### config.mk
export PLATFORM = sky130hd
export DESIGN_NAME = servo_motor_command_frame_parser
export DESIGN_NICKNAME = d
export VERILOG_FILES = /design/src/scfp_pkg.sv /design/src/scfp_framer.sv /design/src/scfp_judge.sv /design/src/servo_motor_command_frame_parser.sv
export SDC_FILE = /design/constraint.sdc
export NUM_CORES = 1
export LEC_CHECK = 0
export BUFFER_PORTS_ARGS = -buffer_cell sky130_fd_sc_hd__buf_4
export CELL_PAD_IN_SITES_DETAIL_PLACEMENT = 0
export CELL_PAD_IN_SITES_GLOBAL_PLACEMENT = 1
export CORE_MARGIN = 4
export CORE_UTILIZATION = 40
export DETAILED_ROUTE_END_ITERATION = 16
export PLACE_DENSITY = 0.75
export RECOVER_POWER = 25
export SLEW_MARGIN = 15
export SYNTH_ARGS = -nofsm -noshare
export SYNTH_HDL_FRONTEND = slang
export SYNTH_SLANG_ARGS = --single-unit
### constraint.sdc
create_clock -name clk -period 2.7 [get_ports clk]
set_input_delay 0.27 -clock clk [delete_from_list [all_inputs] [get_ports clk]]
set_output_delay 0.27 -clock clk [all_outputs]
set_load 0.005 [all_outputs]
### src/scfp_pkg.sv
// Shared types and constants of the servo and motor command frame parser.
package scfp_pkg;

	localparam logic [7:0]  HDR_SERVO   = 8'hA5;
	localparam logic [7:0]  HDR_MOTOR   = 8'hB5;
	localparam logic [7:0]  TAIL_SERVO  = 8'h5A;
	localparam logic [7:0]  TAIL_MOTOR  = 8'h5B;
	localparam logic [15:0] LIMIT_RESET = 16'd270;

	localparam int unsigned OUT_BITS  = 82;
	localparam int unsigned OUT_BYTES = (OUT_BITS + 7) / 8;

	typedef enum logic [1:0] {
		ST_SERVO_STORED   = 2'd0,
		ST_SERVO_REJECTED = 2'd1,
		ST_MOTOR_SET      = 2'd2,
		ST_DROPPED        = 2'd3
	} status_t;

	typedef struct packed {
		logic        done;
		logic [7:0]  hdr;
		logic [7:0]  id;
		logic [15:0] value;
		logic [7:0]  tail;
	} frame_t;

endpackage

### src/scfp_framer.sv
// Input register, byte counter and frame byte store of the frame parser.
module scfp_framer (
	input  logic           clk,
	input  logic           arst_n,
	input  logic           s_tvalid,
	output logic           s_tready,
	input  logic [7:0]     s_tdata,
	input  logic           advance,
	output scfp_pkg::frame_t frame
);
	import scfp_pkg::*;

	logic       valid_s1;
	logic [7:0] byte_s1;
	logic [2:0] count_q;
	logic [7:0] hdr_q;
	logic [7:0] id_q;
	logic [7:0] lo_q;
	logic [7:0] hi_q;
	logic       fire;

	assign fire     = valid_s1 & advance;
	assign s_tready = ~valid_s1 | advance;

	always_ff @(posedge clk or negedge arst_n) begin
		if (!arst_n) begin
			valid_s1 <= 1'b0;
		end else if (s_tvalid && s_tready) begin
			valid_s1 <= 1'b1;
		end else if (fire) begin
			valid_s1 <= 1'b0;
		end
	end

	always_ff @(posedge clk) begin
		if (s_tvalid && s_tready) begin
			byte_s1 <= s_tdata;
		end
	end

	always_ff @(posedge clk or negedge arst_n) begin
		if (!arst_n) begin
			count_q <= 3'd0;
		end else if (fire) begin
			unique case (count_q)
				3'd0: begin
					if (byte_s1 == HDR_SERVO || byte_s1 == HDR_MOTOR) begin
						count_q <= 3'd1;
					end
				end
				3'd1, 3'd2, 3'd3: count_q <= count_q + 3'd1;
				default: count_q <= 3'd0;
			endcase
		end
	end

	always_ff @(posedge clk) begin
		if (fire) begin
			unique case (count_q)
				3'd0: hdr_q <= byte_s1;
				3'd1: id_q  <= byte_s1;
				3'd2: lo_q  <= byte_s1;
				3'd3: hi_q  <= byte_s1;
				default: ;
			endcase
		end
	end

	always_comb begin
		frame.done  = fire && (count_q == 3'd4);
		frame.hdr   = hdr_q;
		frame.id    = id_q;
		frame.value = {hi_q, lo_q};
		frame.tail  = byte_s1;
	end

`ifndef SYNTHESIS
	a_count_range: assert property (@(posedge clk) disable iff (!arst_n)
		count_q <= 3'd4)
		else $error("byte count out of range");
	a_count_wrap: assert property (@(posedge clk) disable iff (!arst_n)
		frame.done |=> count_q == 3'd0)
		else $error("count did not wrap after fifth byte");
	a_count_hold: assert property (@(posedge clk) disable iff (!arst_n)
		!fire |=> $stable(count_q))
		else $error("count moved without a beat");
`endif

endmodule

### src/scfp_judge.sv
// Frame check, stored servo and motor values, and result register.
module scfp_judge #(
	parameter int unsigned NUM_SERVOS = 3
) (
	input  logic             clk,
	input  logic             arst_n,
	input  logic             cfg_wr_en,
	input  logic [15:0]      cfg_wr_data,
	input  scfp_pkg::frame_t frame,
	output logic             advance,
	output logic             m_tvalid,
	input  logic             m_tready,
	output logic [scfp_pkg::OUT_BYTES*8-1:0] m_tdata
);
	import scfp_pkg::*;

	logic [15:0]        limit_q;
	logic [15:0]        angles_q [NUM_SERVOS];
	logic [7:0]         servo_id_q;
	logic [7:0]         motor_id_q;
	logic signed [15:0] motor_target_q;
	status_t            status_s2;
	logic               valid_s2;
	logic               servo_hit;
	logic               motor_hit;
	logic               servo_ok;
	status_t            status_d;
	logic [15:0]        angle_out [3];

	assign advance   = ~valid_s2 | m_tready;
	assign servo_hit = (frame.hdr == HDR_SERVO) && (frame.tail == TAIL_SERVO);
	assign motor_hit = (frame.hdr == HDR_MOTOR) && (frame.tail == TAIL_MOTOR);
	assign servo_ok  = (frame.id != 8'd0) && (frame.id <= 8'(NUM_SERVOS)) &&
		(frame.value <= limit_q);

	always_comb begin
		priority if (servo_hit) begin
			status_d = servo_ok ? ST_SERVO_STORED : ST_SERVO_REJECTED;
		end else if (motor_hit) begin
			status_d = ST_MOTOR_SET;
		end else begin
			status_d = ST_DROPPED;
		end
	end

	always_ff @(posedge clk or negedge arst_n) begin
		if (!arst_n) begin
			limit_q <= LIMIT_RESET;
		end else if (cfg_wr_en) begin
			limit_q <= cfg_wr_data;
		end
	end

	always_ff @(posedge clk or negedge arst_n) begin
		if (!arst_n) begin
			for (int i = 0; i < NUM_SERVOS; i++) begin
				angles_q[i] <= 16'd0;
			end
			servo_id_q     <= 8'd0;
			motor_id_q     <= 8'd0;
			motor_target_q <= 16'sd0;
		end else if (frame.done) begin
			if (servo_hit) begin
				servo_id_q <= frame.id;
				for (int i = 0; i < NUM_SERVOS; i++) begin
					if (servo_ok && frame.id == 8'(i + 1)) begin
						angles_q[i] <= frame.value;
					end
				end
			end
			if (motor_hit) begin
				motor_id_q     <= frame.id;
				motor_target_q <= signed'(frame.value);
			end
		end
	end

	always_ff @(posedge clk or negedge arst_n) begin
		if (!arst_n) begin
			valid_s2 <= 1'b0;
		end else if (frame.done) begin
			valid_s2 <= 1'b1;
		end else if (m_tready) begin
			valid_s2 <= 1'b0;
		end
	end

	always_ff @(posedge clk) begin
		if (frame.done) begin
			status_s2 <= status_d;
		end
	end

	for (genvar k = 0; k < 3; k++) begin : g_angle
		if (k < NUM_SERVOS) begin : g_used
			assign angle_out[k] = angles_q[k];
		end else begin : g_none
			assign angle_out[k] = 16'd0;
		end
	end

	assign m_tvalid = valid_s2;
	assign m_tdata  = {(OUT_BYTES * 8 - OUT_BITS)'(0), motor_target_q, motor_id_q,
		angle_out[2], angle_out[1], angle_out[0], servo_id_q, status_s2};

`ifndef SYNTHESIS
	a_done_valid: assert property (@(posedge clk) disable iff (!arst_n)
		frame.done |=> m_tvalid)
		else $error("frame end gave no result beat");
	a_done_advance: assert property (@(posedge clk) disable iff (!arst_n)
		frame.done |-> advance)
		else $error("frame judged while result held");
	a_motor_take: assert property (@(posedge clk) disable iff (!arst_n)
		frame.done && motor_hit |=> motor_target_q == signed'($past(frame.value)))
		else $error("motor target not taken");
	a_state_hold: assert property (@(posedge clk) disable iff (!arst_n)
		!frame.done |=> $stable(motor_target_q) && $stable(servo_id_q) &&
		$stable(motor_id_q))
		else $error("stored values moved outside a frame end");
`endif

endmodule

### src/servo_motor_command_frame_parser.sv
// Top level of the servo and motor command frame parser.
//
//   channel  dir  fields (low bit up)
//   s_*      in   tdata: rx_byte[7:0]
//   m_*      out  tdata: frame_status[1:0], servo_id, servo_angle_one, servo_angle_two,
//                        servo_angle_three, motor_id, motor_target, zero fill to 88 bits
//   cfg_*    in   servo_angle_limit
//
// One byte per cycle while no held result beat stalls the input; the frame's fifth input
// beat passes the input register and then the result register, which holds its result beat.
// Reset clears the byte count, stored angles, ids and target; the limit returns to 270.
// A held result beat stalls the input register, and tready falls only while both are full.
module servo_motor_command_frame_parser #(
	parameter int unsigned NUM_SERVOS = 3
) (
	input  logic        clk,
	input  logic        arst_n,
	input  logic        s_tvalid,
	output logic        s_tready,
	input  logic [7:0]  s_tdata,      // rx_byte
	output logic        m_tvalid,
	input  logic        m_tready,
	// frame_status, servo_id, servo_angle_one..three, motor_id, motor_target, zero fill
	output logic [scfp_pkg::OUT_BYTES*8-1:0] m_tdata,
	input  logic        cfg_wr_en,
	input  logic [15:0] cfg_wr_data
);
	import scfp_pkg::*;

	frame_t frame;
	logic   advance;

	scfp_framer u_framer (
		.clk      (clk),
		.arst_n   (arst_n),
		.s_tvalid (s_tvalid),
		.s_tready (s_tready),
		.s_tdata  (s_tdata),
		.advance  (advance),
		.frame    (frame)
	);

	scfp_judge #(
		.NUM_SERVOS (NUM_SERVOS)
	) u_judge (
		.clk         (clk),
		.arst_n      (arst_n),
		.cfg_wr_en   (cfg_wr_en),
		.cfg_wr_data (cfg_wr_data),
		.frame       (frame),
		.advance     (advance),
		.m_tvalid    (m_tvalid),
		.m_tready    (m_tready),
		.m_tdata     (m_tdata)
	);

endmodule
==> flow_summary.yaml <==
status:
  status: "complete, no violations"
setup_path:
  crit_cells: 8
  worstReg2RegEnd: "u_judge.m_tdata[21]"
  crit_path_end: "u_judge.m_tdata[21]"
  critical-path-max-stage-delay_ns: 0.43
  crit_family: "simple AND/OR/NAND/NOR gates"
  rrSetupSlack_ns: 0.08
  path_cells: "ha_4 -> nand4_1 -> nor4_2 -> and3_4 -> a31oi_4 -> nor4b_4 -> buf_6 -> mux2_4"
  r2r-start: "u_framer.hi_q[5]"
  path_class: "reg2reg"
  arrival_ns: 2.92
  setup.worst_path.start_class: "flip-flop"
  crit_path_end_kind: "flip-flop"
  path_buf_inv: 1
  required_ns: 3.00
  r2r_cells: 8
  crit_slowest_cell: "edfxtp_1"
  setup.worst_path.start: "u_framer.hi_q[5]"
  cp_max_fo: 10
logic_synthesis:
  synth-main-ff-cell: "dfrtp_1"
  syn-cell-area_sq_um: 5810
  synth_compound_area_frac: 0.0355
  synth_cells: 385
  async_reset_ff_frac: 0.706
  syn_avg_cell_area_sq_um: 15.1
  yosysWarningCount: 0
  synthSimpleGateAreaFrac: 0.0783
  synth-xor-area-share: 0
  ys_seq_area_frac: 0.652
  ys_ff_latch: 143
  synthAdderAreaFrac: 0.0452
  synthMuxAreaShare: 0.159
  ys_types: 42
  synth_edf_count: 42
  synth_top_family_by_area: "multiplexers"
clock_tree:
  clock-root-buffer: "clkbuf_16"
  path_clk_slew_ns: 0.06
  cts_num_sinks: 143
  clk_latency_ns: 0.41
  ctsLongestPathBuffers: 2
  ctsHtreeMaxLevel: 4
  numCtsBuffers: 17
  cts_tree: "yes"
routing:
  viasPerCell: 4.91
  ant_nets: 0
  wirelength_mm: 13.2
  first_pass_iters: 5
  vias: 3592
  drt_drc_violations_left: 0
  routedWlPerCell_um: 18.0
  drtIter0Drc: 201
timing:
  fin_crit_sh: 0.970
  finalSetupViolations: 0
  slew_viol_final: 0
  worstMarginPinSlew_ns: 1.46
  hold_ws_ns: 0.0552
  rsz0062_at_grt: "yes"
  slew_headroom: 0.0256
  finalHoldViolations: 0
  min_period_ns: 2.62
  finalSetupTns_ns: 0
  fin_skew_ns: 0.00805
  fmax_mhz: 382
placed_design:
  gp_congestion: 0.792
  portBuffers: 112
  place.detailed.instances: 696
  dpl.hpwl_mm: 9.62
  placed_area_sq_um: 7060
power:
  leakagePower_nw: 3.70
  pwr-share-seq: 0.502
  p_comb_frac: 0.094
  power.density_nw_per_um2: 646
  power.internal_w: 0.00375
  swShare: 0.238
  p_switching_w: 0.00117
  clkPwrFrac: 0.403
  irDropWorstVdd_uv: 386
floorplanning:
  dieWidth_um: 129
  start_util: 0.414
  dieArea_sq_um: 16500
  core.rowCount: 43
  die_height_um: 129
  io_pins: 119
  coreArea_sq_um: 14000
cells_and_area:
  diodes: 0
  drive_gt1_frac: 0.465
  area_growth_pct: 31.1
  seq_area_sq_um: 3790
  fin_nets: 588
  fin_cells: 731
  final_core_util: 0.543
  fin_area_sq_um: 7620
  multi_input_area_sq_um: 1920
  nFillCells: 1179
global_route:
  grt_pass1_vias: 3800
  antenna_found_initial: 0
  grt_pass1_wl_mm: 21.0
  grtUsageTotal: 0.168
  grt_max_degree: 57
  grt_overflow: 0
min_path:
  min_path_type: "in2reg"
run:
  maxCapViolCount: 0
-- flip-flops by register name, indices dropped and copies added (netlist names), 2 cells and up --
name and cells:
u_judge.m_tdata 48, u_judge.limit_q 16, u_judge.motor_target_q 16, u_framer.byte_s1 8
u_framer.hdr_q 8, u_framer.hi_q 8, u_framer.id_q 8, u_framer.lo_q 8
u_judge.motor_id_q 8, u_judge.servo_id_q 8, u_framer.count_q 3, u_judge.status_s2 2
-- layout by cell type (no fill, tap or decap), types with 9 or more instances in the layout --
cell type,n
buf_4,125
dfrtp_1,97
mux2_2,63
edfxtp_1,42
nand2_1,24
o21ai_0,21
ha_1,20
inv_1,19
clkbuf_16,17
mux2_4,16
nor2_1,9
-- power groups by stage --
stage	sequential (W)	combinational [W]	clock, W
2_1_floorplan	0.00249	0.000244	0
3_3_place_gp	0.00251	0.000442	0
3_5_place_dp	0.00251	0.000458	0
4_1_cts	0.00247	0.000462	0.00203
5_1_grt	0.00249	0.000531	0.00214
6_report	0.00247	0.000464	0.00199
-- synthesized netlist by cell type (2+ instances only) --
master	number	area, sq um
nor3_1	4	20.0
dfrtp_1	97	2430
dfstp_2	4	105
mux2_2	69	777
ha_1	21	263
inv_1	19	71.3
nor4bb_1	2	20.0
nor4b_4	2	47.6
buf_2	3	15.0
edfxtp_1	42	1260
nand3b_1	2	15.0
mux2_4	10	150
clkbuf_1	5	18.8
nor2_1	9	33.8
nor3b_1	3	22.5
a21oi_1	6	30.0
nand4_1	2	12.5
and2_1	2	12.5
a21o_1	2	15.0
nand2_1	24	90.1
nand3_1	6	30.0
nand2b_1	3	18.8
o21ai_0	23	115
nand4b_1	2	17.5
buf_4	6	45.0
-- cell families after synthesis --
logic type,Yosys count
muxes,79
DFF,143
buffers and inverters,34
other,1
adders and majority gates,21
and+or+nand+nor,72
AOI/OAI and AO/OA,35
-- repair_timing --
item	4_1_cts	5_1_grt
endpoints found under the hold margin	54	0
hold buffers	1	0
setup endpoints to repair	0	32
buffers inserted	0	2
gates resized for setup	0	13
-- stage by stage --
| step | power [W] | setup WS [ns] |
|---|---|---|
| after detailed placement | 0.00297 | 0.0183 |
| after floorplan | 0.00274 | 0.0239 |
| after global routing | 0.00516 | -0.0584 |
| after CTS | 0.00497 | 0.00663 |
| after global placement | 0.00295 | 0.0648 |
| final | 0.00492 | 0.0810 |
-- how the worst min path moves through the flow --
stage                from             endpoint  slack, ns  cells past startpoint
2_1_floorplan      arst_n  u_framer.count_q[0]      -0.03                      0
3_3_place_gp       arst_n  u_judge.m_tdata[36]       0.38                      1
3_5_place_dp       arst_n  u_judge.m_tdata[21]       0.40                      1
4_1_cts        s_tdata[4]  u_framer.byte_s1[4]       0.02                      1
5_1_grt        s_tdata[1]  u_framer.byte_s1[1]       0.04                      1
6_report       s_tdata[1]  u_framer.byte_s1[1]       0.06                      1
-- routing by layer --
| layer | vias up | part of all wire | track usage |
|---|---|---|---|
| met5 | - | 0 | 0 |
| met2 | 102 | 0.46 | 0.255 |
| met4 | 0 | 0.011 | 0.0605 |
| li1 | 1673 | - | - |
| met1 | 1800 | 0.47 | 0.230 |
| met3 | 17 | 0.061 | 0.0502 |
-- layout make-up --
type	instances	area share
clock inverters	10	0.00624
multi-input cells	213	0.252
well taps	180	0.0295
clock buffers	22	0.0596
flip-flops and latches	143	0.498
repair buffers	144	0.146
inverters	19	0.00936
Note: power is estimated with default switching activity, not from simulation.
